[src/rtl/stt_pkg.sv]
// shared types, constants and lookup functions of the source text tokenizer
package stt_pkg;

    localparam int LENGTH_BITS = 16;
    localparam int LINE_BITS   = 16;
    localparam int OFFSET_BITS = 32;
    localparam int MAX_TOKENS  = 3;
    localparam int KW_WINDOW   = 8;

    localparam logic [LENGTH_BITS-1:0] LEN_MAX  = {LENGTH_BITS{1'b1}};
    localparam logic [LINE_BITS-1:0]   LINE_MAX = {LINE_BITS{1'b1}};
    localparam logic [LENGTH_BITS-1:0] HEX_MAX  = LENGTH_BITS'(2 + 16);
    localparam logic [LENGTH_BITS-1:0] BIN_MAX  = LENGTH_BITS'(3 + 64);

    // token kinds
    localparam logic [6:0] K_ERROR = 7'd0,  K_HEX = 7'd1,   K_BINARY = 7'd2, K_FLOAT = 7'd3;
    localparam logic [6:0] K_INT = 7'd4,    K_CHAR = 7'd5,  K_STRING = 7'd6, K_EOF = 7'd7;
    localparam logic [6:0] K_I8 = 7'd8,     K_I16 = 7'd9,   K_I32 = 7'd10,   K_I64 = 7'd11;
    localparam logic [6:0] K_U8 = 7'd12,    K_U16 = 7'd13,  K_U32 = 7'd14,   K_U64 = 7'd15;
    localparam logic [6:0] K_F32 = 7'd16,   K_F64 = 7'd17,  K_KCHAR = 7'd18, K_KSTRING = 7'd19;
    localparam logic [6:0] K_BOOL = 7'd20,  K_VOID = 7'd21, K_ENUM = 7'd22,  K_STRUCT = 7'd23;
    localparam logic [6:0] K_IF = 7'd24,    K_ELSE = 7'd25, K_WHILE = 7'd26, K_FOR = 7'd27;
    localparam logic [6:0] K_BREAK = 7'd28, K_CONTINUE = 7'd29, K_RETURN = 7'd30;
    localparam logic [6:0] K_BOOLLIT = 7'd31, K_IDENT = 7'd32;
    localparam logic [6:0] K_LBRACE = 7'd33, K_RBRACE = 7'd34, K_LPAREN = 7'd35;
    localparam logic [6:0] K_RPAREN = 7'd36, K_LBRACK = 7'd37, K_RBRACK = 7'd38;
    localparam logic [6:0] K_SEP = 7'd39, K_SCOPE = 7'd40, K_COLON = 7'd41, K_SEMI = 7'd42;
    localparam logic [6:0] K_ADD_EQ = 7'd43, K_INC = 7'd44, K_ADD = 7'd45;
    localparam logic [6:0] K_SUB_EQ = 7'd46, K_DEC = 7'd47, K_SUB = 7'd48;
    localparam logic [6:0] K_MUL_EQ = 7'd49, K_MUL = 7'd50, K_DIV_EQ = 7'd51, K_DIV = 7'd52;
    localparam logic [6:0] K_MOD_EQ = 7'd53, K_MOD = 7'd54, K_NOT_EQ_T = 7'd55, K_TILDE = 7'd56;
    localparam logic [6:0] K_XOR_EQ = 7'd57, K_XOR = 7'd58;
    localparam logic [6:0] K_AND_EQ = 7'd59, K_LAND = 7'd60, K_AND = 7'd61;
    localparam logic [6:0] K_OR_EQ = 7'd62, K_LOR = 7'd63, K_OR = 7'd64;
    localparam logic [6:0] K_NE = 7'd65, K_BANG = 7'd66, K_QUEST = 7'd67;
    localparam logic [6:0] K_SHL_EQ = 7'd68, K_SHL = 7'd69, K_LT = 7'd70;
    localparam logic [6:0] K_SHR_EQ = 7'd71, K_SHR = 7'd72, K_GT = 7'd73;
    localparam logic [6:0] K_EQ = 7'd74, K_ASSIGN = 7'd75;
    localparam logic [6:0] K_TO_OP2 = 7'h7F;

    // error kinds
    localparam logic [2:0] E_NONE = 3'd0, E_UNEXPECTED = 3'd1, E_HEX_WIDE = 3'd2;
    localparam logic [2:0] E_BIN_WIDE = 3'd3, E_NO_QUOTE = 3'd4, E_MULTILINE = 3'd5;
    localparam logic [2:0] E_UNTERMINATED = 3'd6;

    // control characters
    localparam logic [7:0] CH_NUL = 8'h00, CH_TAB = 8'h09, CH_NL = 8'h0A, CH_CR = 8'h0D;
    localparam logic [7:0] CH_DQUOTE = 8'h22, CH_QUOTE = 8'h27, CH_TICK = 8'h60;

    typedef enum logic [14:0] {
        M_IDLE    = 15'b000000000000001,
        M_SLASH   = 15'b000000000000010,
        M_COMMENT = 15'b000000000000100,
        M_NUM     = 15'b000000000001000,
        M_NUMDOT  = 15'b000000000010000,
        M_FLOAT   = 15'b000000000100000,
        M_HEX     = 15'b000000001000000,
        M_BIN     = 15'b000000010000000,
        M_STR     = 15'b000000100000000,
        M_CHAR1   = 15'b000001000000000,
        M_CHAR2   = 15'b000010000000000,
        M_IDENT   = 15'b000100000000000,
        M_OP1     = 15'b001000000000000,
        M_OP2     = 15'b010000000000000,
        M_TICK    = 15'b100000000000000
    } t_mode;

    typedef struct packed {
        logic [6:0]             kind;
        logic [2:0]             err;
        logic [LENGTH_BITS-1:0] len;
        logic [LINE_BITS-1:0]   line;
        logic [OFFSET_BITS-1:0] start;
        logic                   last;
    } t_tok;

    typedef struct packed {
        logic       vld;
        logic [7:0] a;
        logic [6:0] ka;
        logic [7:0] b;
        logic [6:0] kb;
        logic [6:0] single;
    } t_op;

    function automatic t_tok f_tok(input logic [6:0] kind, input logic [2:0] err,
                                   input logic [LENGTH_BITS-1:0] len,
                                   input logic [OFFSET_BITS-1:0] start,
                                   input logic [LINE_BITS-1:0] line);
        t_tok t;
        t.kind  = kind;
        t.err   = err;
        t.len   = len;
        t.line  = line;
        t.start = start;
        t.last  = 1'b0;
        return t;
    endfunction

    function automatic logic f_digit(input logic [7:0] c);
        return (c >= "0") && (c <= "9");
    endfunction

    function automatic logic f_alpha(input logic [7:0] c);
        return ((c >= "A") && (c <= "Z")) || ((c >= "a") && (c <= "z")) || (c == "_");
    endfunction

    function automatic logic f_hex(input logic [7:0] c);
        return f_digit(c) || ((c >= "A") && (c <= "F")) || ((c >= "a") && (c <= "f"));
    endfunction

    // operator table, keyed by the first character
    function automatic t_op f_op(input logic [7:0] c);
        t_op o;
        o = '{vld: 1'b1, a: "=", ka: K_ERROR, b: CH_NUL, kb: K_ERROR, single: K_ERROR};
        case (c)
            ":": begin o.a = ":"; o.ka = K_SCOPE; o.single = K_COLON; end
            "+": begin o.ka = K_ADD_EQ; o.b = "+"; o.kb = K_INC; o.single = K_ADD; end
            "-": begin o.ka = K_SUB_EQ; o.b = "-"; o.kb = K_DEC; o.single = K_SUB; end
            "*": begin o.ka = K_MUL_EQ; o.single = K_MUL; end
            "%": begin o.ka = K_MOD_EQ; o.single = K_MOD; end
            "~": begin o.ka = K_NOT_EQ_T; o.single = K_TILDE; end
            "^": begin o.ka = K_XOR_EQ; o.single = K_XOR; end
            "&": begin o.ka = K_AND_EQ; o.b = "&"; o.kb = K_LAND; o.single = K_AND; end
            "|": begin o.ka = K_OR_EQ; o.b = "|"; o.kb = K_LOR; o.single = K_OR; end
            "!": begin o.ka = K_NE; o.single = K_BANG; end
            "=": begin o.ka = K_EQ; o.single = K_ASSIGN; end
            "<": begin o.a = "<"; o.ka = K_TO_OP2; o.single = K_LT; end
            ">": begin o.a = ">"; o.ka = K_TO_OP2; o.single = K_GT; end
            default: o.vld = 1'b0;
        endcase
        return o;
    endfunction

    // window holds the first lexeme bytes, first byte lowest, unused bytes zero
    function automatic logic [6:0] f_keyword(input logic [63:0] w,
                                             input logic [LENGTH_BITS-1:0] n);
        logic [6:0] k;
        k = K_IDENT;
        if (n == LENGTH_BITS'(2)) begin
            if (w == 64'("8i")) k = K_I8;
            else if (w == 64'("8u")) k = K_U8;
            else if (w == 64'("fi")) k = K_IF;
        end else if (n == LENGTH_BITS'(3)) begin
            if (w == 64'("61i")) k = K_I16;
            else if (w == 64'("23i")) k = K_I32;
            else if (w == 64'("46i")) k = K_I64;
            else if (w == 64'("61u")) k = K_U16;
            else if (w == 64'("23u")) k = K_U32;
            else if (w == 64'("46u")) k = K_U64;
            else if (w == 64'("23f")) k = K_F32;
            else if (w == 64'("46f")) k = K_F64;
            else if (w == 64'("rof")) k = K_FOR;
        end else if (n == LENGTH_BITS'(4)) begin
            if (w == 64'("rahc")) k = K_KCHAR;
            else if (w == 64'("loob")) k = K_BOOL;
            else if (w == 64'("diov")) k = K_VOID;
            else if (w == 64'("mune")) k = K_ENUM;
            else if (w == 64'("esle")) k = K_ELSE;
            else if (w == 64'("eurt")) k = K_BOOLLIT;
        end else if (n == LENGTH_BITS'(5)) begin
            if (w == 64'("elihw")) k = K_WHILE;
            else if (w == 64'("kaerb")) k = K_BREAK;
            else if (w == 64'("eslaf")) k = K_BOOLLIT;
        end else if (n == LENGTH_BITS'(6)) begin
            if (w == 64'("gnirts")) k = K_KSTRING;
            else if (w == 64'("tcurts")) k = K_STRUCT;
            else if (w == 64'("nruter")) k = K_RETURN;
        end else if (n == LENGTH_BITS'(8)) begin
            if (w == 64'("eunitnoc")) k = K_CONTINUE;
        end
        return k;
    endfunction

    function automatic logic [63:0] f_grow_win(input logic [63:0] w,
                                               input logic [LENGTH_BITS-1:0] n,
                                               input logic [7:0] c);
        logic [63:0] r;
        r = w;
        for (int i = 0; i < KW_WINDOW; i++) begin
            if (n == LENGTH_BITS'(i)) r[i*8 +: 8] = r[i*8 +: 8] | c;
        end
        return r;
    endfunction

    function automatic logic [LENGTH_BITS-1:0] f_grow_cnt(input logic [LENGTH_BITS-1:0] n);
        return (n < LEN_MAX) ? n + LENGTH_BITS'(1) : n;
    endfunction

endpackage

[src/rtl/stt_scan.sv]
// scanner state registers and the per-byte next-state and token logic
module stt_scan import stt_pkg::*; (
    input  logic       i_clk,
    input  logic       i_rst_n,
    input  logic       i_accept,
    input  logic [7:0] i_byte,
    input  logic       i_end,
    output t_tok       o_tok [MAX_TOKENS],
    output logic [1:0] o_num
);

    t_mode                  r_mode, n_mode;
    logic [LINE_BITS-1:0]   r_line, n_line;
    logic [OFFSET_BITS-1:0] r_pos, n_pos;
    logic [OFFSET_BITS-1:0] r_start, n_start;
    logic [LENGTH_BITS-1:0] r_cnt, n_cnt;
    logic [63:0]            r_win, n_win;
    logic [7:0]             r_held, n_held;
    logic                   r_fin, n_fin;

    t_tok       toks [MAX_TOKENS];
    logic [1:0] nt;
    logic       used;
    logic       endf;
    t_op        op;
    logic [7:0] c;

    always_comb begin
        n_mode  = r_mode;
        n_line  = r_line;
        n_pos   = r_pos;
        n_start = r_start;
        n_cnt   = r_cnt;
        n_win   = r_win;
        n_held  = r_held;
        n_fin   = r_fin;
        nt      = 2'd0;
        used    = 1'b0;
        c       = i_byte;
        endf    = i_end || (i_byte == CH_NUL);
        op      = f_op(r_held);
        for (int i = 0; i < MAX_TOKENS; i++) toks[i] = '0;

        if (i_accept && !r_fin) begin
            if (endf) begin
                // flush the pending token, then the eof; a pending tick run is itself sent as the eof
                case (r_mode)
                    M_SLASH: begin
                        toks[nt] = f_tok(K_DIV, E_NONE, n_cnt, n_start, n_line); nt = nt + 2'd1;
                    end
                    M_NUM: begin
                        toks[nt] = f_tok(K_INT, E_NONE, n_cnt, n_start, n_line); nt = nt + 2'd1;
                    end
                    M_NUMDOT: begin
                        toks[nt] = f_tok(K_INT, E_NONE, n_cnt, n_start, n_line); nt = nt + 2'd1;
                        toks[nt] = f_tok(K_SEP, E_NONE, LENGTH_BITS'(1),
                                         r_pos - OFFSET_BITS'(1), n_line);
                        nt = nt + 2'd1;
                    end
                    M_FLOAT: begin
                        toks[nt] = f_tok(K_FLOAT, E_NONE, n_cnt, n_start, n_line); nt = nt + 2'd1;
                    end
                    M_HEX: begin
                        if (n_cnt > HEX_MAX)
                            toks[nt] = f_tok(K_ERROR, E_HEX_WIDE, n_cnt, n_start, n_line);
                        else
                            toks[nt] = f_tok(K_HEX, E_NONE, n_cnt, n_start, n_line);
                        nt = nt + 2'd1;
                    end
                    M_BIN: begin
                        toks[nt] = f_tok(K_ERROR, E_NO_QUOTE, n_cnt, n_start, n_line);
                        nt = nt + 2'd1;
                    end
                    M_STR: begin
                        toks[nt] = f_tok(K_ERROR, E_UNTERMINATED, n_cnt, n_start, n_line);
                        nt = nt + 2'd1;
                    end
                    M_CHAR1, M_CHAR2: begin
                        toks[nt] = f_tok(K_CHAR, E_NONE, n_cnt, n_start, n_line); nt = nt + 2'd1;
                    end
                    M_IDENT: begin
                        toks[nt] = f_tok(f_keyword(n_win, n_cnt), E_NONE, n_cnt, n_start, n_line);
                        nt = nt + 2'd1;
                    end
                    M_OP1: begin
                        if (op.vld)
                            toks[nt] = f_tok(op.single, E_NONE, n_cnt, n_start, n_line);
                        else
                            toks[nt] = f_tok(K_ERROR, E_UNEXPECTED, n_cnt, n_start, n_line);
                        nt = nt + 2'd1;
                    end
                    M_OP2: begin
                        toks[nt] = f_tok((r_held == "<") ? K_SHL : K_SHR, E_NONE,
                                         n_cnt, n_start, n_line);
                        nt = nt + 2'd1;
                    end
                    M_TICK: begin
                        toks[nt] = f_tok(K_EOF, E_NONE, n_cnt, n_start, n_line); nt = nt + 2'd1;
                    end
                    default: ;
                endcase
                if (r_mode != M_TICK) begin
                    toks[nt] = f_tok(K_EOF, E_NONE, '0, r_pos, n_line);
                    nt = nt + 2'd1;
                end
                n_fin  = 1'b1;
                n_mode = M_IDLE;
            end else begin
                // feed the byte to the pending token
                case (r_mode)
                    M_SLASH: begin
                        if (c == "/") begin
                            n_mode = M_COMMENT; used = 1'b1;
                        end else if (c == "=") begin
                            n_win = f_grow_win(n_win, n_cnt, c); n_cnt = f_grow_cnt(n_cnt);
                            toks[nt] = f_tok(K_DIV_EQ, E_NONE, n_cnt, n_start, n_line);
                            nt = nt + 2'd1; n_mode = M_IDLE; used = 1'b1;
                        end else begin
                            toks[nt] = f_tok(K_DIV, E_NONE, n_cnt, n_start, n_line);
                            nt = nt + 2'd1; n_mode = M_IDLE;
                        end
                    end
                    M_COMMENT: begin
                        if (c == CH_NL) n_mode = M_IDLE;
                        else used = 1'b1;
                    end
                    M_NUM: begin
                        if (f_digit(c)) begin
                            n_win = f_grow_win(n_win, n_cnt, c); n_cnt = f_grow_cnt(n_cnt);
                            used = 1'b1;
                        end else if (c == "x" && r_cnt == LENGTH_BITS'(1) && r_held == "0") begin
                            n_win = f_grow_win(n_win, n_cnt, c); n_cnt = f_grow_cnt(n_cnt);
                            n_mode = M_HEX; used = 1'b1;
                        end else if (c == ".") begin
                            n_mode = M_NUMDOT; used = 1'b1;
                        end else begin
                            toks[nt] = f_tok(K_INT, E_NONE, n_cnt, n_start, n_line);
                            nt = nt + 2'd1; n_mode = M_IDLE;
                        end
                    end
                    M_NUMDOT: begin
                        if (f_digit(c)) begin
                            n_win = f_grow_win(n_win, n_cnt, "."); n_cnt = f_grow_cnt(n_cnt);
                            n_win = f_grow_win(n_win, n_cnt, c); n_cnt = f_grow_cnt(n_cnt);
                            n_mode = M_FLOAT; used = 1'b1;
                        end else begin
                            // integer then the dot on its own
                            toks[nt] = f_tok(K_INT, E_NONE, n_cnt, n_start, n_line);
                            nt = nt + 2'd1;
                            toks[nt] = f_tok(K_SEP, E_NONE, LENGTH_BITS'(1),
                                             r_pos - OFFSET_BITS'(1), n_line);
                            nt = nt + 2'd1; n_mode = M_IDLE;
                        end
                    end
                    M_FLOAT: begin
                        if (f_digit(c)) begin
                            n_win = f_grow_win(n_win, n_cnt, c); n_cnt = f_grow_cnt(n_cnt);
                            used = 1'b1;
                        end else begin
                            toks[nt] = f_tok(K_FLOAT, E_NONE, n_cnt, n_start, n_line);
                            nt = nt + 2'd1; n_mode = M_IDLE;
                        end
                    end
                    M_HEX: begin
                        if (f_hex(c)) begin
                            n_win = f_grow_win(n_win, n_cnt, c); n_cnt = f_grow_cnt(n_cnt);
                            used = 1'b1;
                        end else begin
                            if (n_cnt > HEX_MAX)
                                toks[nt] = f_tok(K_ERROR, E_HEX_WIDE, n_cnt, n_start, n_line);
                            else
                                toks[nt] = f_tok(K_HEX, E_NONE, n_cnt, n_start, n_line);
                            nt = nt + 2'd1; n_mode = M_IDLE;
                        end
                    end
                    M_BIN: begin
                        if (c == "0" || c == "1") begin
                            n_win = f_grow_win(n_win, n_cnt, c); n_cnt = f_grow_cnt(n_cnt);
                            used = 1'b1;
                        end else if (c == CH_QUOTE) begin
                            n_win = f_grow_win(n_win, n_cnt, c); n_cnt = f_grow_cnt(n_cnt);
                            if (n_cnt > BIN_MAX)
                                toks[nt] = f_tok(K_ERROR, E_BIN_WIDE, n_cnt, n_start, n_line);
                            else
                                toks[nt] = f_tok(K_BINARY, E_NONE, n_cnt, n_start, n_line);
                            nt = nt + 2'd1; n_mode = M_IDLE; used = 1'b1;
                        end else begin
                            toks[nt] = f_tok(K_ERROR, E_NO_QUOTE, n_cnt, n_start, n_line);
                            nt = nt + 2'd1; n_mode = M_IDLE;
                        end
                    end
                    M_STR: begin
                        if (c == CH_DQUOTE) begin
                            n_win = f_grow_win(n_win, n_cnt, c); n_cnt = f_grow_cnt(n_cnt);
                            toks[nt] = f_tok(K_STRING, E_NONE, n_cnt, n_start, n_line);
                            nt = nt + 2'd1; n_mode = M_IDLE; used = 1'b1;
                        end else if (c == CH_NL) begin
                            toks[nt] = f_tok(K_ERROR, E_MULTILINE, n_cnt, n_start, n_line);
                            nt = nt + 2'd1; n_mode = M_IDLE;
                        end else begin
                            n_win = f_grow_win(n_win, n_cnt, c); n_cnt = f_grow_cnt(n_cnt);
                            used = 1'b1;
                        end
                    end
                    M_CHAR1: begin
                        n_win = f_grow_win(n_win, n_cnt, c); n_cnt = f_grow_cnt(n_cnt);
                        n_mode = M_CHAR2; used = 1'b1;
                    end
                    M_CHAR2: begin
                        n_win = f_grow_win(n_win, n_cnt, c); n_cnt = f_grow_cnt(n_cnt);
                        toks[nt] = f_tok(K_CHAR, E_NONE, n_cnt, n_start, n_line);
                        nt = nt + 2'd1; n_mode = M_IDLE; used = 1'b1;
                    end
                    M_IDENT: begin
                        if (c == CH_QUOTE && r_cnt == LENGTH_BITS'(1) && r_held == "b") begin
                            n_win = f_grow_win(n_win, n_cnt, c); n_cnt = f_grow_cnt(n_cnt);
                            n_mode = M_BIN; used = 1'b1;
                        end else if (f_alpha(c) || f_digit(c)) begin
                            n_win = f_grow_win(n_win, n_cnt, c); n_cnt = f_grow_cnt(n_cnt);
                            used = 1'b1;
                        end else begin
                            toks[nt] = f_tok(f_keyword(n_win, n_cnt), E_NONE, n_cnt, n_start,
                                             n_line);
                            nt = nt + 2'd1; n_mode = M_IDLE;
                        end
                    end
                    M_OP1: begin
                        if (!op.vld) begin
                            toks[nt] = f_tok(K_ERROR, E_UNEXPECTED, n_cnt, n_start, n_line);
                            nt = nt + 2'd1; n_mode = M_IDLE;
                        end else if (c == op.a) begin
                            n_win = f_grow_win(n_win, n_cnt, c); n_cnt = f_grow_cnt(n_cnt);
                            if (op.ka == K_TO_OP2) begin
                                n_mode = M_OP2;
                            end else begin
                                toks[nt] = f_tok(op.ka, E_NONE, n_cnt, n_start, n_line);
                                nt = nt + 2'd1; n_mode = M_IDLE;
                            end
                            used = 1'b1;
                        end else if (op.b != CH_NUL && c == op.b) begin
                            n_win = f_grow_win(n_win, n_cnt, c); n_cnt = f_grow_cnt(n_cnt);
                            toks[nt] = f_tok(op.kb, E_NONE, n_cnt, n_start, n_line);
                            nt = nt + 2'd1; n_mode = M_IDLE; used = 1'b1;
                        end else begin
                            toks[nt] = f_tok(op.single, E_NONE, n_cnt, n_start, n_line);
                            nt = nt + 2'd1; n_mode = M_IDLE;
                        end
                    end
                    M_OP2: begin
                        if (c == "=") begin
                            n_win = f_grow_win(n_win, n_cnt, c); n_cnt = f_grow_cnt(n_cnt);
                            toks[nt] = f_tok((r_held == "<") ? K_SHL_EQ : K_SHR_EQ, E_NONE,
                                             n_cnt, n_start, n_line);
                            nt = nt + 2'd1; used = 1'b1;
                        end else begin
                            toks[nt] = f_tok((r_held == "<") ? K_SHL : K_SHR, E_NONE,
                                             n_cnt, n_start, n_line);
                            nt = nt + 2'd1;
                        end
                        n_mode = M_IDLE;
                    end
                    M_TICK: begin
                        n_win = f_grow_win(n_win, n_cnt, c); n_cnt = f_grow_cnt(n_cnt);
                        used = 1'b1;
                    end
                    default: n_mode = M_IDLE;
                endcase

                // byte not taken by a pending token starts a new one, unless it is blank or a newline
                if (!used) begin
                    if (c == " " || c == CH_CR || c == CH_TAB) begin
                        n_mode = n_mode;
                    end else if (c == CH_NL) begin
                        if (n_line < LINE_MAX) n_line = n_line + LINE_BITS'(1);
                    end else begin
                        n_start = r_pos;
                        n_cnt   = LENGTH_BITS'(1);
                        n_win   = 64'(c);
                        n_held  = c;
                        n_mode  = M_IDLE;
                        case (c)
                            "/":       n_mode = M_SLASH;
                            CH_QUOTE:  n_mode = M_CHAR1;
                            CH_DQUOTE: n_mode = M_STR;
                            CH_TICK:   n_mode = M_TICK;
                            "{": begin toks[nt] = f_tok(K_LBRACE, E_NONE, n_cnt, n_start, n_line);
                                nt = nt + 2'd1; end
                            "}": begin toks[nt] = f_tok(K_RBRACE, E_NONE, n_cnt, n_start, n_line);
                                nt = nt + 2'd1; end
                            "(": begin toks[nt] = f_tok(K_LPAREN, E_NONE, n_cnt, n_start, n_line);
                                nt = nt + 2'd1; end
                            ")": begin toks[nt] = f_tok(K_RPAREN, E_NONE, n_cnt, n_start, n_line);
                                nt = nt + 2'd1; end
                            "[": begin toks[nt] = f_tok(K_LBRACK, E_NONE, n_cnt, n_start, n_line);
                                nt = nt + 2'd1; end
                            "]": begin toks[nt] = f_tok(K_RBRACK, E_NONE, n_cnt, n_start, n_line);
                                nt = nt + 2'd1; end
                            ".", ",": begin
                                toks[nt] = f_tok(K_SEP, E_NONE, n_cnt, n_start, n_line);
                                nt = nt + 2'd1;
                            end
                            ";": begin toks[nt] = f_tok(K_SEMI, E_NONE, n_cnt, n_start, n_line);
                                nt = nt + 2'd1; end
                            "?": begin toks[nt] = f_tok(K_QUEST, E_NONE, n_cnt, n_start, n_line);
                                nt = nt + 2'd1; end
                            default: begin
                                if (f_digit(c)) n_mode = M_NUM;
                                else if (f_alpha(c)) n_mode = M_IDENT;
                                else if (f_op(c).vld) n_mode = M_OP1;
                                else begin
                                    toks[nt] = f_tok(K_ERROR, E_UNEXPECTED, n_cnt, n_start,
                                                     n_line);
                                    nt = nt + 2'd1;
                                end
                            end
                        endcase
                    end
                end
                n_pos = r_pos + OFFSET_BITS'(1);
            end
            if (nt != 2'd0) toks[nt - 2'd1].last = 1'b1;
        end
    end

    always_ff @(posedge i_clk) begin
        if (!i_rst_n) begin
            r_mode  <= M_IDLE;
            r_line  <= LINE_BITS'(1);
            r_pos   <= '0;
            r_start <= '0;
            r_cnt   <= '0;
            r_win   <= '0;
            r_held  <= '0;
            r_fin   <= 1'b0;
        end else begin
            r_mode  <= n_mode;
            r_line  <= n_line;
            r_pos   <= n_pos;
            r_start <= n_start;
            r_cnt   <= n_cnt;
            r_win   <= n_win;
            r_held  <= n_held;
            r_fin   <= n_fin;
        end
    end

    assign o_tok = toks;
    assign o_num = nt;

endmodule

[src/rtl/stt_outq.sv]
// result register holding one item's tokens, sent one per cycle while i_ready
module stt_outq import stt_pkg::*; (
    input  logic       i_clk,
    input  logic       i_rst_n,
    input  logic       i_load,
    input  t_tok       i_tok [MAX_TOKENS],
    input  logic [1:0] i_num,
    output logic       o_free,
    output logic       o_valid,
    input  logic       i_ready,
    output t_tok       o_tok
);

    t_tok       r_tok [MAX_TOKENS];
    logic [1:0] r_num;
    logic [1:0] r_rd;
    logic       take_last;

    assign o_valid   = (r_num != 2'd0);
    assign take_last = o_valid && i_ready && (r_rd + 2'd1 == r_num);
    assign o_free    = (r_num == 2'd0) || take_last;
    assign o_tok     = r_tok[r_rd];

    always_ff @(posedge i_clk) begin
        if (i_load) r_tok <= i_tok;
    end

    always_ff @(posedge i_clk) begin
        if (!i_rst_n) begin
            r_num <= 2'd0;
            r_rd  <= 2'd0;
        end else if (i_load) begin
            r_num <= i_num;
            r_rd  <= 2'd0;
        end else if (take_last) begin
            r_num <= 2'd0;
            r_rd  <= 2'd0;
        end else if (o_valid && i_ready) begin
            r_rd <= r_rd + 2'd1;
        end
    end

    a_rd_in_range: assert property (@(posedge i_clk) disable iff (!i_rst_n)
        o_valid |-> r_rd < r_num)
        else $error("read index past stored tokens");
    a_load_only_free: assert property (@(posedge i_clk) disable iff (!i_rst_n)
        i_load |-> o_free)
        else $error("tokens loaded over undelivered ones");
    a_load_shows: assert property (@(posedge i_clk) disable iff (!i_rst_n)
        (i_load && i_num != 2'd0) |=> (o_valid && r_rd == 2'd0))
        else $error("loaded tokens not presented");
    a_drain_empty: assert property (@(posedge i_clk) disable iff (!i_rst_n)
        (take_last && !i_load) |=> !o_valid)
        else $error("buffer not empty after last token");

endmodule

[src/rtl/source_text_tokenizer_unit.sv]
// source text tokenizer: byte stream in, token stream out
// latency: tokens of an accepted byte appear on the master side the next cycle
// throughput: one byte per cycle while i_m_tready is high and each byte yields
//   at most one token; a byte yielding more holds the output register until
//   its last token is taken, draining while the next byte is accepted
// reset: synchronous active low; scanner idle, line 1, offset 0, output empty
module source_text_tokenizer_unit import stt_pkg::*; (
    input  logic        i_clk,
    input  logic        i_rst_n,
    // slave side: one source byte per transaction
    input  logic        i_s_tvalid,
    output logic        o_s_tready,
    input  logic [7:0]  i_s_tdata,   // [7:0] text_byte
    input  logic        i_s_tlast,   // end_of_text
    // master side: one token per transaction
    output logic        o_m_tvalid,
    input  logic        i_m_tready,
    output logic [79:0] o_m_tdata,   // token_kind, error_kind, lexeme_length,
                                     // line_number, start_offset, zero pad
    output logic        o_m_tlast    // last_of_run
);

    t_tok       scan_tok [MAX_TOKENS];
    logic [1:0] scan_num;
    logic       accept;
    logic       q_free;
    t_tok       out_tok;

    // a byte is taken whenever the result register is empty or emptying
    assign o_s_tready = q_free;
    assign accept     = i_s_tvalid && q_free;

    stt_scan u_scan (
        .i_clk    (i_clk),
        .i_rst_n  (i_rst_n),
        .i_accept (accept),
        .i_byte   (i_s_tdata),
        .i_end    (i_s_tlast),
        .o_tok    (scan_tok),
        .o_num    (scan_num)
    );

    stt_outq u_outq (
        .i_clk   (i_clk),
        .i_rst_n (i_rst_n),
        .i_load  (accept),
        .i_tok   (scan_tok),
        .i_num   (scan_num),
        .o_free  (q_free),
        .o_valid (o_m_tvalid),
        .i_ready (i_m_tready),
        .o_tok   (out_tok)
    );

    // pack fields from the lowest bit up
    assign o_m_tdata = {6'd0, out_tok.start, out_tok.line, out_tok.len,
                        out_tok.err, out_tok.kind};
    assign o_m_tlast = out_tok.last;

endmodule
[config.mk]
export PLATFORM = sky130hd
export DESIGN_NAME = source_text_tokenizer_unit
export DESIGN_NICKNAME = d
export VERILOG_FILES = /design/src/rtl/stt_pkg.sv /design/src/rtl/stt_scan.sv /design/src/rtl/stt_outq.sv /design/src/rtl/source_text_tokenizer_unit.sv
export SDC_FILE = /design/constraint.sdc
export NUM_CORES = 2
export LEC_CHECK = 0
export BUFFER_PORTS_ARGS = -buffer_cell sky130_fd_sc_hd__buf_2
export CAP_MARGIN = 15
export CELL_PAD_IN_SITES_DETAIL_PLACEMENT = 0
export CELL_PAD_IN_SITES_GLOBAL_PLACEMENT = 1
export CORE_MARGIN = 5
export CORE_UTILIZATION = 30
export DETAILED_ROUTE_END_ITERATION = 12
export MAX_ROUTING_LAYER = met4
export PLACE_DENSITY_LB_ADDON = 0.1
export SLEW_MARGIN = 0
export SYNTH_ARGS = -nofsm -noshare
export SYNTH_HDL_FRONTEND = slang
export SYNTH_SLANG_ARGS = --single-unit
export TNS_END_PERCENT = 30
[constraint.sdc]
create_clock -name i_clk -period 17.26 [get_ports i_clk]
set_input_delay 3.452 -clock i_clk [delete_from_list [all_inputs] [get_ports i_clk]]
set_output_delay 3.452 -clock i_clk [all_outputs]
set_load 0.02 [all_outputs]
# Word-level counts from Yosys, hierarchy flattened
# Cells that the tools add are included.
# word_totals
word_cells,533
register_bits,413
inputBits,13
# op_classes
reduce_logical,54
n_bitwise,25
add_sub_neg,9
eq_ne,109
order_cmp,20
n_mux,288
# op_table
operator,count
$bwmux 225,12
$mux 225,10
$pmux 225 s10,1
$mux 75,27
$pmux 75 s11,2
$mux 64,19
$pmux 64 s11,1
$eq 64x22->1 const B,8
$demux 75 s2,3
$eq 64x31->1 const B,6
$mux 8,48
$mux 16,21
$eq 8x6->1 const B,33
$mux 15,16
$mux 70,3
$eq 64x39->1 const B,3
$eq 64x47->1 const B,3
$pmux 15 s12,1
$pmux 16 s11,1
$mux 7,25
$bmux 75 s2,1
$mux 146,1
$mux 71,2
$eq 16x3->1 const B,8
other kinds (82),250

# Depth between registers and ports, before layout
# logic_depth
depth_word,30
depth_mapped,19
mapped_depth_nobuf,17

# Hierarchy
# A second synthesis with hierarchy kept.
# hier_totals
cells_unflattened,3629
hier_area_um2,29609.6
# modules_own_cells
module,area_each_um2,cells_each,instances
stt_scan,20539.7,3110,1
stt_outq,9014.9,511,1
source_text_tokenizer_unit,55.1,8,1

# Worst setup path before layout
# No wires, ideal clock.
# synth_path
kind,input -> register
from,input i_m_tready
to,"register u_outq.r_tok[189] (netlist bit), data pin"
setup_slack_ns,7.712
path_stages,10
setup_time_ns,0.141
arrival_ns,9.407
n_path_buf,1
path_cell_list,nand3b_1 > a21oi_1 > o21ai_0 > inv_1 > nand2_1 > nor2_1 > o21ai_0 > and2_1 > clkbuf_1 > nor2b_1
# synth_via
elab_chain_len,5
# synth_rtl
item,line,rtl
"start, declared",source_text_tokenizer_unit.sv:17,"input logic i_m_tready,"
$logic_and 1x1->1 (2 in a row),stt_outq.sv:20,assign take_last = o_valid && i_ready && (r_rd + 2'd1 == r_num);
$logic_or 1x1->1,stt_outq.sv:21,assign o_free = (r_num == 2'd0) || take_last;
$logic_and 1x1->1,source_text_tokenizer_unit.sv:31,assign accept = i_s_tvalid && q_free;
via accept,source_text_tokenizer_unit.sv:25,logic accept;
$logic_and 1x1->1,stt_scan.sv:44,if (i_accept && !r_fin) begin
"end signal, assigned",stt_outq.sv:25,if (i_load) r_tok <= i_tok;
"end, declared",stt_outq.sv:14,t_tok r_tok [MAX_TOKENS];
# The timed path passes the listed nets, and every way through them passes these cells.
# A chain may end at the register's enable or synchronous reset.

# Worst setup path after layout
# layout_path
from,input i_s_tdata[0]
to,"register u_outq.r_tok[121] (netlist bit), data pin"
# layout_via
elab_chain_len,27
word_cells_on_any_way,159
cone_classes,add/sub (2); order compare (10); eq/ne (37); mux (82); bitwise (2); reduce/logical (26)
# layout_rtl
item,line,rtl
"start, declared",source_text_tokenizer_unit.sv:13,"input logic [7:0] i_s_tdata,"
$ge 8x7->1 or $le 8x7->1 (tied branches),"stt_pkg.sv:105, stt_pkg.sv:109",
$logic_and 1x1->1,stt_pkg.sv:105,"return ((c >= ""A"") && (c <= ""Z"")) || ((c >= ""a"") && (c <= ""z"")) || (c == ""_"");"
$logic_or 1x1->1 (2 in a row),stt_pkg.sv:105,
$logic_or 1x1->1,stt_scan.sv:218,end else if (f_alpha(c) || f_digit(c)) begin
$mux 1,stt_scan.sv:218,
$mux 2,stt_scan.sv:215,"if (c == CH_QUOTE && r_cnt == LENGTH_BITS'(1) && r_held == ""b"") begin"
$pmux 2 s10,stt_scan.sv:110,case (r_mode)
$mux 2,stt_scan.sv:45,if (endf) begin
[... 10 more ...],--,
$pmux 225 s10,stt_scan.sv:281,case (c)
$mux 225,stt_scan.sv:273,end else if (c == CH_NL) begin
$mux 225,stt_scan.sv:271,"if (c == "" "" || c == CH_CR || c == CH_TAB) begin"
$mux 225,stt_scan.sv:270,if (!used) begin
$mux 225,stt_scan.sv:45,
$mux 225,stt_scan.sv:44,
$bwmux 225,stt_scan.sv:321,if (nt != 2'd0) toks[nt - 2'd1].last = 1'b1;
$mux 225 (*),stt_scan.sv:321,
# Mark *: on every way between the ends. The rest lies on a longest branch, timed or not. The select of a mux whose other input is x is not followed.

==> impl_metrics.tcl <==
set metrics [dict create \
    globalRouteTotalUtil_pct 26.9 \
    cts_num_sinks 377 \
    rsz0062_at_grt "no" \
    clock-root-buffer "sky130_fd_sc_hd__clkbuf_16" \
    synth_top_flop_cell "sky130_fd_sc_hd__edfxtp_1" \
    slew_violations 0 \
    critical_path_buf_inv_count 4 \
    critical-path-top-delay-family "simple AND/OR/NAND/NOR gates" \
    clock_tree_from_tritoncts "built" \
    area_of_the_core_um2 88200 \
    io_buffer_count 89 \
    grt_first_pass_wirelength_mm 187 \
    number_of_enable_flip_flop_cells_after_synthesis 189 \
    cts_buffer_count 48 \
    worstSkewPairLatency_ns 0.63 \
    die-area_um2 94900 \
    die_x_um 308 \
    final-setup-viol-count 0 \
    layout.nets 3336 \
    layout-drive-gt1-share_pct 10.1 \
    global_route.overflow_total 0 \
    p_leak_nw 10.2 \
    setup-tns-final_ns 0 \
    syn_avg_cell_area_um2 7.98 \
    post_cts_buffers 0 \
    worst_clock_skew_ns 0.0384 \
    post-place-cells 4414 \
    slew_headroom_pct 18.4 \
    detail_route.iter0.violations 2737 \
    netlist_area_um2 26700 \
    floorplan.initialDensity_pct 30.2 \
    io_pins 96 \
    num_vias 27100 \
    syn_inst 3339 \
    outcome "completed" \
    total_iterations_of_the_first_detailed_routing_run 8 \
    post_cts_hold_buffer_count 0 \
    power_density_nw_per_um2 76.6 \
    drt-vias-per-instance 6.01 \
    regToRegEndpoint "u_outq.r_tok[220]" \
    critical-path-slowest-cell "sky130_fd_sc_hd__nor2_2" \
    ctsResizeCount 0 \
    ys_warn_count 0 \
    vdd.ir_drop.worst_mv 0.0744 \
    timing.reg2reg.worst_path_depth 14 \
    critPathRequiredTime_ns 17.59 \
    critical_path_cell_count 15 \
    async_flop_share_pct 0 \
    row_count 109 \
    synth-seq-area-share_pct 35.4 \
    critical-path-max-stage-delay_ns 0.75 \
    worst_pin_slew_ns 1.22 \
    synth_cell_type_count 109 \
    antenna_found_initial 0 \
    min_period_ns 8.39 \
    worstReg2RegStart "u_scan.r_mode[0]" \
    crit_path_start "i_s_tdata[0]" \
    yosys_register_bits 377 \
    worst_setup_path_end_kind "flop" \
    routedWlPerCell_um 28.7 \
    area_growth_syn_to_layout_pct 11.8 \
    worst-path-max-fanout 28 \
    cts-root-to-sink-buffers 3 \
    finish.cell_count_without_fillers 4508 \
    worstPathArrival_ns 8.71 \
    place.detailed.hpwl_mm 94.8 \
    clkSlewWorstSetupHoldPaths_ns 0.06 \
    final_clock_period_utilization_by_the_worst_path_pct 48.6 \
    gp_congestion 1.00 \
    setup.worst_path.end "u_outq.r_tok[121]" \
    cp_cell_sequence "buf_2, buf_4, inv_1, a2111oi_0, o21ai_1, and3_1, nand3_1, and3_1, inv_1, ha_1, and2_1, nand2_1, o21ai_4, nor2_2, nor2b_1" \
    die_height_um 308 \
    hold_viol 0 \
    drcViolationCount 0 \
    setup.reg_to_reg.worst_slack_ns 10.86 \
    drt.antenna.violating_nets 0 \
    criticalPathCategory "input pin to flop" \
    clock_tree.htree_level_count 2 \
    detail_route.wirelength_mm 129 \
    critical_path.startpoint_type "input pin" \
    worstHoldPathType "flop to flop" \
    maximum_number_of_pins_on_one_net_before_global_route_repair 129 \
    number_of_maximum_capacitance_violations 0 \
    max_freq_mhz 119 \
    vias_in_the_first_global_route 26000 \
]
-- stage by stage --
| stage | total power [W] | utilization [%] | area (um2) | hold slack, ns | setup WS [ns] |
|---|---|---|---|---|---|
| after global routing | 0.00236 | 33.8 | 29800 | 0.475 | 8.56 |
| after floorplan | 0.00117 | - | 26700 | 0.420 | 7.71 |
| after CTS | 0.00230 | 33.7 | 29800 | 0.456 | 8.52 |
| final | 0.00228 | 33.8 | 29800 | 0.451 | 8.87 |
| after detailed placement | 0.00126 | 31.9 | 28200 | 0.443 | 7.89 |
| after global placement | 0.00126 | 31.9 | 28100 | 0.431 | 8.10 |
-- cells in the mapped netlist, types with 17 or more instances --
cell	number	area share, %
sky130_fd_sc_hd__nand2_1	406	5.7
sky130_fd_sc_hd__nor2_1	262	3.7
sky130_fd_sc_hd__o21ai_0	250	4.7
sky130_fd_sc_hd__a21oi_1	198	3.7
sky130_fd_sc_hd__edfxtp_1	189	21
sky130_fd_sc_hd__clkbuf_1	188	2.6
sky130_fd_sc_hd__dfxtp_1	188	14
sky130_fd_sc_hd__nand3_1	146	2.7
sky130_fd_sc_hd__and2_1	125	2.9
sky130_fd_sc_hd__nor3_1	107	2.0
sky130_fd_sc_hd__nor2b_1	71	1.7
sky130_fd_sc_hd__mux2i_1	66	2.5
sky130_fd_sc_hd__nand4_1	58	1.4
sky130_fd_sc_hd__or3_1	56	1.3
sky130_fd_sc_hd__nor4_1	50	1.2
sky130_fd_sc_hd__buf_2	49	0.92
sky130_fd_sc_hd__inv_1	49	0.69
sky130_fd_sc_hd__xnor2_1	47	1.5
sky130_fd_sc_hd__and3_1	46	1.1
sky130_fd_sc_hd__a31oi_1	40	0.94
sky130_fd_sc_hd__o22ai_1	36	0.85
sky130_fd_sc_hd__a21boi_1	34	0.96
sky130_fd_sc_hd__a22o_1	34	1.1
sky130_fd_sc_hd__nand2b_1	34	0.80
sky130_fd_sc_hd__o21ai_1	33	0.62
sky130_fd_sc_hd__xor2_1	32	1.1
sky130_fd_sc_hd__a211oi_1	29	0.82
sky130_fd_sc_hd__a21boi_0	24	0.68
sky130_fd_sc_hd__o211ai_1	23	0.65
sky130_fd_sc_hd__a22oi_1	21	0.59
sky130_fd_sc_hd__ha_1	21	0.99
sky130_fd_sc_hd__o31ai_1	19	0.54
sky130_fd_sc_hd__and4_1	18	0.59
sky130_fd_sc_hd__or2_2	18	0.42
sky130_fd_sc_hd__a21o_1	17	0.48
sky130_fd_sc_hd__nand4b_1	17	0.56
sky130_fd_sc_hd__or4_1	17	0.48
-- registers in the layout, indices dropped and copies added (netlist names) --
name	cells
u_scan.r_cnt	16
u_scan.r_line	16
u_outq.r_tok	189
u_outq.r_num	2
u_scan.r_fin	1
u_outq.r_rd	2
u_scan.r_mode	15
u_scan.r_win	64
u_scan.r_held	8
u_scan.r_start	32
u_scan.r_pos	32
-- worst min path at each step --
stage          depth (start not counted)  slack [ns]          startpoint                  to
3_5_place_dp                           2        0.44    u_scan.r_win[57]    u_scan.r_win[57]
3_3_place_gp                           2        0.43    u_scan.r_win[57]    u_scan.r_win[57]
6_report                               2        0.45    u_scan.r_win[57]    u_scan.r_win[57]
5_1_grt                                2        0.47  u_scan.r_start[27]  u_scan.r_start[27]
4_1_cts                                2        0.46    u_scan.r_win[57]    u_scan.r_win[57]
2_1_floorplan                          2        0.42    u_scan.r_win[57]    u_scan.r_win[57]
-- per-layer routing --
layer	share of wire, %	vias to the layer above	routed length, um	global-route usage [%]
li1	-	12300	-	-
met1	44	13400	56600	35.5
met2	46	1124	58800	42.5
met3	6.6	244	8560	3.93
met4	4.1	0	5260	9.08
met5	0	-	0	-
-- layout by cell type (no fill, tap or decap), types with 82 or more instances in the layout --
cell type,synthesis,routed
sky130_fd_sc_hd__edfxtp_1,189,189
sky130_fd_sc_hd__buf_4,13,82
sky130_fd_sc_hd__and2_1,125,125
sky130_fd_sc_hd__o21ai_0,250,248
sky130_fd_sc_hd__a21oi_1,198,197
sky130_fd_sc_hd__nor2_1,262,259
sky130_fd_sc_hd__nand2_1,406,405
sky130_fd_sc_hd__nor3_1,107,106
sky130_fd_sc_hd__nand3_1,146,146
sky130_fd_sc_hd__buf_2,49,90
sky130_fd_sc_hd__dfxtp_1,188,186
-- power breakdown --
part | switching, W | total [W] | internal (W)
registers | 0.0000191 | 0.000998 | 0.000979
clock network | 0.000436 | 0.00104 | 0.000605
logic | 0.000179 | 0.000242 | 0.0000625
-- worst min-delay path: stages (launching register included) --
cell and delay, ns:
sky130_fd_sc_hd__dfxtp_1 0.32, sky130_fd_sc_hd__nand2_1 0.04, sky130_fd_sc_hd__o21ai_0 0.06
-- cell families (layout without fill, tap and decap cells) --
logic type | Yosys count | after routing | share of synthesized area [%]
other cells | 1 | 7 | 0.0141
flops | 377 | 377 | 35.4
buf+inv | 318 | 316 | 4.98
fa+ha+maj | 21 | 21 | 0.986
mux | 69 | 69 | 2.61
simple gates | 1532 | 1532 | 30.2
xor+xnor | 81 | 81 | 2.76
compound gates | 940 | 940 | 23.1
-- cell type report --
cell class,instances,area (um2)
inverter,49,191
timing repair buffer,177,1100
multi-input combinational,2649,16000
clock buffer,57,1280
sequential,377,9440
antenna,1,2.50
clock inverter,33,332
fill,9395,58400
tap,1165,1460
Power figures use the tool's default switching activity.
